==> src/design/tad_div.sv <==
// ----------------------------------------------------------------------------
// tad_div
// Pipelined restoring divider, one quotient bit per stage, with sideband.
// ----------------------------------------------------------------------------
module tad_div #(
	parameter int NW = 32,
	parameter int DW = 16,
	parameter int SW = 1
) (
	input  logic          clk,
	input  logic          arst_n,
	input  logic          en,
	input  logic          in_valid,
	input  logic [NW-1:0] num,
	input  logic [DW-1:0] den,
	input  logic [SW-1:0] side_in,
	output logic          out_valid,
	output logic [NW-1:0] quo,
	output logic [SW-1:0] side_out
);

	logic          vld_s  [NW];
	logic [DW-1:0] rem_s  [NW];
	logic [NW-1:0] num_s  [NW];
	logic [NW-1:0] quo_s  [NW];
	logic [DW-1:0] den_s  [NW];
	logic [SW-1:0] side_s [NW];

	for (genvar k = 0; k < NW; k++) begin : g_stage
		logic          vld_in;
		logic [DW-1:0] rem_in;
		logic [NW-1:0] num_in;
		logic [NW-1:0] quo_in;
		logic [DW-1:0] den_in;
		logic [SW-1:0] sd_in;
		logic [DW:0]   trial;
		logic          ge;

		if (k == 0) begin : g_first
			assign vld_in = in_valid;
			assign rem_in = '0;
			assign num_in = num;
			assign quo_in = '0;
			assign den_in = den;
			assign sd_in  = side_in;
		end else begin : g_next
			assign vld_in = vld_s[k-1];
			assign rem_in = rem_s[k-1];
			assign num_in = num_s[k-1];
			assign quo_in = quo_s[k-1];
			assign den_in = den_s[k-1];
			assign sd_in  = side_s[k-1];
		end

		assign trial = {rem_in, num_in[NW-1]};
		assign ge    = (trial >= {1'b0, den_in});

		always_ff @(posedge clk or negedge arst_n) begin
			if (!arst_n) begin
				vld_s[k] <= 1'b0;
			end else if (en) begin
				vld_s[k] <= vld_in;
			end
		end

		always_ff @(posedge clk) begin
			if (en) begin
				rem_s[k]  <= ge ? DW'(trial - {1'b0, den_in}) : DW'(trial);
				num_s[k]  <= num_in << 1;
				quo_s[k]  <= {quo_in[NW-2:0], ge};
				den_s[k]  <= den_in;
				side_s[k] <= sd_in;
			end
		end
	end

	assign out_valid = vld_s[NW-1];
	assign quo       = quo_s[NW-1];
	assign side_out  = side_s[NW-1];

endmodule

==> config.mk <==
export PLATFORM = sky130hd
export DESIGN_NAME = tad_div
export DESIGN_NICKNAME = d
export VERILOG_FILES = /design/src/design/tad_div.sv
export SDC_FILE = /design/constraint.sdc
export NUM_CORES = 2
export LEC_CHECK = 0
export ABC_AREA = 1
export BUFFER_PORTS_ARGS = -buffer_cell sky130_fd_sc_hd__buf_4
export CAP_MARGIN = 30
export CORE_ASPECT_RATIO = 0.9
export CORE_MARGIN = 2
export CORE_UTILIZATION = 64
export DETAILED_ROUTE_END_ITERATION = 10
export GPL_TIMING_DRIVEN = 1
export PLACE_DENSITY = 0.8
export SLEW_MARGIN = 0
export SYNTH_ARGS = -nofsm -noshare
export SYNTH_HDL_FRONTEND = slang
export SYNTH_SLANG_ARGS = --single-unit
==> constraint.sdc <==
create_clock -name clk -period 2.52 [get_ports clk]
set_input_delay 0.504 -clock clk [delete_from_list [all_inputs] [get_ports clk]]
set_output_delay 0.504 -clock clk [all_outputs]
set_load 0.1 [all_outputs]
* Word level (Yosys, flattened, before mapping)
Memories as Yosys holds them, arrays and structs flattened.
Index checks and enable logic that the tools add are counted.
** Word-level totals
- Flip-flop bits (word level) :: 32
- RAM bits :: 3072
- Input port bits :: 53
- Logic and storage cells :: 135
- Memories kept :: 5
** Cells by class
- Add/subtract/negate cells :: 32
- $lt $le $gt $ge :: 32
- Mux-type cells :: 34
** Memory list
- quo_s :: words 32, width 32, read ports 32, clocked after memory_dff 0, write ports 32, RTL line 25 : logic [NW-1:0] quo_s [NW];
- num_s :: words 32, width 31, read ports 31, clocked after memory_dff 0, write ports 32, RTL line 24 : logic [NW-1:0] num_s [NW];
- den_s :: words 32, width 16, read ports 31, clocked after memory_dff 0, write ports 32, RTL line 26 : logic [DW-1:0] den_s [NW];
- rem_s :: words 32, width 16, read ports 31, clocked after memory_dff 0, write ports 32, RTL line 23 : logic [DW-1:0] rem_s [NW];
- side_s :: words 32, width 1, read ports 32, clocked after memory_dff 0, write ports 32, RTL line 27 : logic [SW-1:0] side_s [NW];
** Operator list (count)
- greater-or-equal comparator 17 x 16 -> 1 bit :: 31
- 2-to-1 mux 16 bit :: 32
- subtractor 16 bit :: 31
- greater-or-equal comparator 1 x 16 -> 1 bit :: 1
- subtractor 1 x 16 -> 16 bit :: 1
- 2-to-1 mux 1 bit :: 2

* Logic depth before layout (Yosys ltp)
An unclocked memory read counts as a cell.
- Depth after elaboration :: 3
- Depth in mapped cells :: 15

* Worst setup path before layout
OpenSTA, ideal clock, no wires.
- Path type :: register -> register
- Start point :: mem den_s[16][0], in the netlist den_s[1][0]
- End point :: mem rem_s[17][8] (data pin)
- Library setup time :: 0.253 ns
- Arrival time :: 1.669 ns
- Required time :: 2.267 ns
- Path slack :: 0.598 ns
- Cell stages (with the launch flop) :: 10
- Period minus slack after synthesis :: 1.922 ns
- Path through :: edfxtp_1 -> ha_1 -> fa_1 -> inv_1 -> nand3_1 -> nand3_1 -> a21oi_1 -> or2_2 -> nand3_1 -> nand2_1
** RTL lines (RTL line)
- from (decl) :: 26
- to (decl) :: 23

==> impl_metrics.env <==
export IMPL_status="finished, final reports clean"
export IMPL_synthTopCellsByArea="edfxtp_1 59%, nand2_1 13%, inv_1 7.0%"
export IMPL_clk_pin_slew_ns=0.06
export IMPL_seqPwrFrac_pct=38.2
export IMPL_antenna_found_initial=2
export IMPL_clock_tree_root_cell="clkbuf_16"
export IMPL_gp_congestion=0.952
export IMPL_p_comb_share_pct=39.4
export IMPL_switching_share_pct=39.3
export IMPL_drc=0
export IMPL_h_tree_depth=4
export IMPL_cts_buffer_depth=3
export IMPL_drive_gt1_share_pct=6.85
export IMPL_clkPwrFrac_pct=22.5
export IMPL_core_um2=162000
export IMPL_critPathMaxFanout=8
export IMPL_cp_slowest_cell="edfxtp_1"
export IMPL_placed_area_um2=108000
export IMPL_yosys_mux_area_fraction_pct=0.0217
export IMPL_fill_cells=11700
export IMPL_clock_fmax_mhz=413
export IMPL_cts_made_buffers=199
export IMPL_stdcell_area_um2=116000
export IMPL_synth_flop_cell="edfxtp_1"
export IMPL_tightestPinTransition_ns=0.621
export IMPL_cp_data_arrival_time_ns=2.99
export IMPL_yosys_area_share_simple_pct=22.2
export IMPL_fin_nets=11700
export IMPL_synth_top_area_share_pct=59.2
export IMPL_slew_headroom_pct=58.6
export IMPL_ys_ff_latch=2080
export IMPL_cap_violations=0
export IMPL_place_port_buffers=86
export IMPL_cts_tree="yes"
export IMPL_diodes=0
export IMPL_async_flop_share_pct=1.54
export IMPL_finalPower_w=0.133
export IMPL_avgSynthCellArea_um2=9.76
export IMPL_fp_row_count=140
export IMPL_synth_xor_area_share_pct=1.56
export IMPL_synth_top_family_by_area="simple AND/OR/NAND/NOR gates"
export IMPL_cp_required_ns=3.08
export IMPL_synth_warning_count=0
export IMPL_worst_path_buf_inv=2
export IMPL_seq_area_frac_synth_pct=59.9
export IMPL_grt_max_degree=92
export IMPL_netlist_instances=10600
export IMPL_routed_wl_mm=241
export IMPL_gr_total_overflow=0
export IMPL_ant_nets=0
export IMPL_cts_sinks=2080
export IMPL_grt_pass1_wl_mm=378
export IMPL_slew_viol_final=0
export IMPL_synth_compound_area_share_pct=1.91
export IMPL_drt_pass1_iterations=6
export IMPL_p_per_area_nw_per_um2=1150
export IMPL_setup_viol=0
export IMPL_synth_distinct_cells=43
export IMPL_hpwl_mm=176
export IMPL_viasPerCell=5.44
export IMPL_drt_iter0_markers=7091
export IMPL_crit_path_end_kind="flop"
export IMPL_die_w_um=429
export IMPL_io_pins=87
export IMPL_areaGrowthSynthToFinish_pct=11.2
export IMPL_synth_fa_ha_area_share_pct=6.57
export IMPL_wl_per_cell_um=18.0
export IMPL_crit_path_cell_trace="inv_1 > ha_1 > nand2_1 > nand2_1 > nand2_1 > nand3_1 > nand2_1 > nand3_1 > nand2_2 > nand2_4 > buf_12 > nand2_1 > nand2_1"
export IMPL_hold_violations=0
export IMPL_min_path_type="input pin to flop"
export IMPL_worstSetupStartpointType="flop"
export IMPL_syn_num_nets=11200
export IMPL_yosysMostFrequentCell="nand2_1"
export IMPL_start_util_pct=64.4
export IMPL_critical_path_class="flop to flop"
export IMPL_insertion_delay_ns=0.85
export IMPL_vias=72800
export IMPL_fin_skew_ns=0.0784
export IMPL_p_sw_w=0.0521
export IMPL_max_vdd_ir_drop_v=0.000787
export IMPL_synth_common_cells="3,704 x nand2_1, 2,048 x edfxtp_1, 1,926 x inv_1"
export IMPL_cp_slowest_stage_delay_ns=0.51
export IMPL_worst_path_most_repeated_cell="nand2_1"
export IMPL_gr_usage_all_layers_pct=29.0
export IMPL_final_min_clock_period_ns=2.42
export IMPL_grt_pass1_vias=69900
export IMPL_die_h_um=386
export IMPL_die_area_um2=166000
export IMPL_leakagePower_nw=54.8
export IMPL_crit_family="simple AND/OR/NAND/NOR gates"
export IMPL_min_period_over_period_pct=96.2
export IMPL_synth_edff_count=2048
export IMPL_p_int_w=0.0806
export IMPL_synth_area_um2=104000
export IMPL_yosysTopAreaCell="edfxtp_1"
## repair_timing
item,in CTS,in global routing
endpoints found under the hold margin,82,0
hold buffers,51,0
buffers inserted,0,17
gates resized for setup,0,14
setup endpoints to repair,0,122
## registers in the layout (all words and copies together) (netlist names)
signal and count:
num_s 496, side_s 32, den_s 496, quo_s 528
out_valid 1, rem_s 496, g_stage.vld_in 31
## final cells by class
cell class	count	area, um^2	area share [%]
Multi-Input combinational cell	6513	33600	29.0
Tap cell	2130	2670	2.31
Sequential cell	2080	62300	53.9
Inverter	1936	7270	6.30
Clock buffer	246	5200	4.50
Timing Repair Buffer	342	3180	2.75
Clock inverter	122	1370	1.18
## logic make-up (layout without fill, tap and decap cells)
kind of cell,after synthesis,in the layout
AOI/OAI and AO/OA,370,370
xor gates and xnor gates,185,185
adders and majority gates,528,528
buffers and inverters,2053,2646
DFF,2080,2080
muxes,2,2
and+or+nand+nor,5428,5428
## worst reg2reg max path: cells and delay by family (launching register included)
kind	cells	cell delay, ns
adders and majority gates	1	0.39
buffers and inverters	2	0.26
and+or+nand+nor	10	1.02
DFF	1	0.51
## worst paths after layout
check / cells past startpoint / endpoint / from / slack (ns)
setup / recovery: 13 / rem_s[15][12]$_DFFE_PP_ / den_s[0][226]$_DFFE_PP_ / 0.1
hold / removal: 1 / num_s[0][241]$_DFFE_PP_ / en / 0.12
setup reg to reg: 13 / rem_s[15][12]$_DFFE_PP_ / den_s[0][226]$_DFFE_PP_ / 0.1
hold reg to reg: 0 / den_s[0][91]$_DFFE_PP_ / den_s[0][75]$_DFFE_PP_ / 0.39
max in group asynchronous: 2 / g_stage[30].vld_in$_DFFE_PN0P_ / arst_n / 2.05
min in group asynchronous: 2 / g_stage[2].vld_in$_DFFE_PN0P_ / arst_n / 0.15
## per-layer routing
layer	global-route usage, %	vias up	wire, um
li1	-	35400	-
met1	41.4	34300	107000
met2	47.2	2658	113000
met3	3.59	462	15700
met4	8.02	2	6320
met5	0	-	11
## cell usage in the layout (no fill, tap or decap), types with 11 or more instances in the layout
| cell | netlist | routed |
|---|---|---|
| nand2_1 | 3704 | 3704 |
| edfxtp_1 | 2048 | 2048 |
| inv_1 | 1926 | 1924 |
| nand3_1 | 825 | 825 |
| ha_1 | 498 | 495 |
| nor2_1 | 410 | 408 |
| a21oi_1 | 283 | 283 |
| buf_4 | 22 | 253 |
| clkbuf_16 | 0 | 200 |
| xor2_1 | 143 | 143 |
| nand4_1 | 140 | 140 |
| nor3_1 | 85 | 84 |
| nand3b_1 | 58 | 58 |
| dlygate4sd3_1 | 0 | 51 |
| clkbuf_1 | 8 | 44 |
| xnor2_1 | 42 | 42 |
| nand2_2 | 44 | 40 |
| buf_12 | 1 | 37 |
| dfrtp_1 | 32 | 32 |
| nor2_4 | 30 | 30 |
| fa_1 | 30 | 30 |
| nand2_4 | 27 | 29 |
| clkinv_1 | 0 | 28 |
| clkinv_2 | 0 | 28 |
| o21a_1 | 27 | 27 |
| and2_1 | 27 | 27 |
| o21ai_0 | 25 | 25 |
| clkinvlp_4 | 0 | 21 |
| nor2_2 | 18 | 20 |
| o21bai_1 | 18 | 18 |
| or2_2 | 16 | 16 |
| bufinv_16 | 0 | 16 |
| and3_1 | 15 | 15 |
| o21ai_1 | 11 | 11 |
| nor4_2 | 11 | 11 |
## power groups by stage
stage | sequential, W | combinational (W) | clock (W)
2_1_floorplan | 0.0494 | 0.0377 | 0
3_5_place_dp | 0.0512 | 0.0505 | 0
6_report | 0.0506 | 0.0522 | 0.0299
3_3_place_gp | 0.0510 | 0.0495 | 0
5_1_grt | 0.0511 | 0.0589 | 0.0316
4_1_cts | 0.0506 | 0.0511 | 0.0304
## through the flow
step	util, %	setup slack [ns]	hold WS, ns	TNS, ns	cells
floorplan	-	0.598	0.208	0	10600
global placement	67.0	0.0943	0.400	0	12900
detailed placement	67.0	0.123	0.405	0	12900
CTS	71.4	0.0707	0.0772	0	13400
global route	71.5	-0.0235	0.0918	-0.0454	13400
finish	71.5	0.0959	0.124	0	13400
No activity file was read; power rests on OpenSTA's default activity.
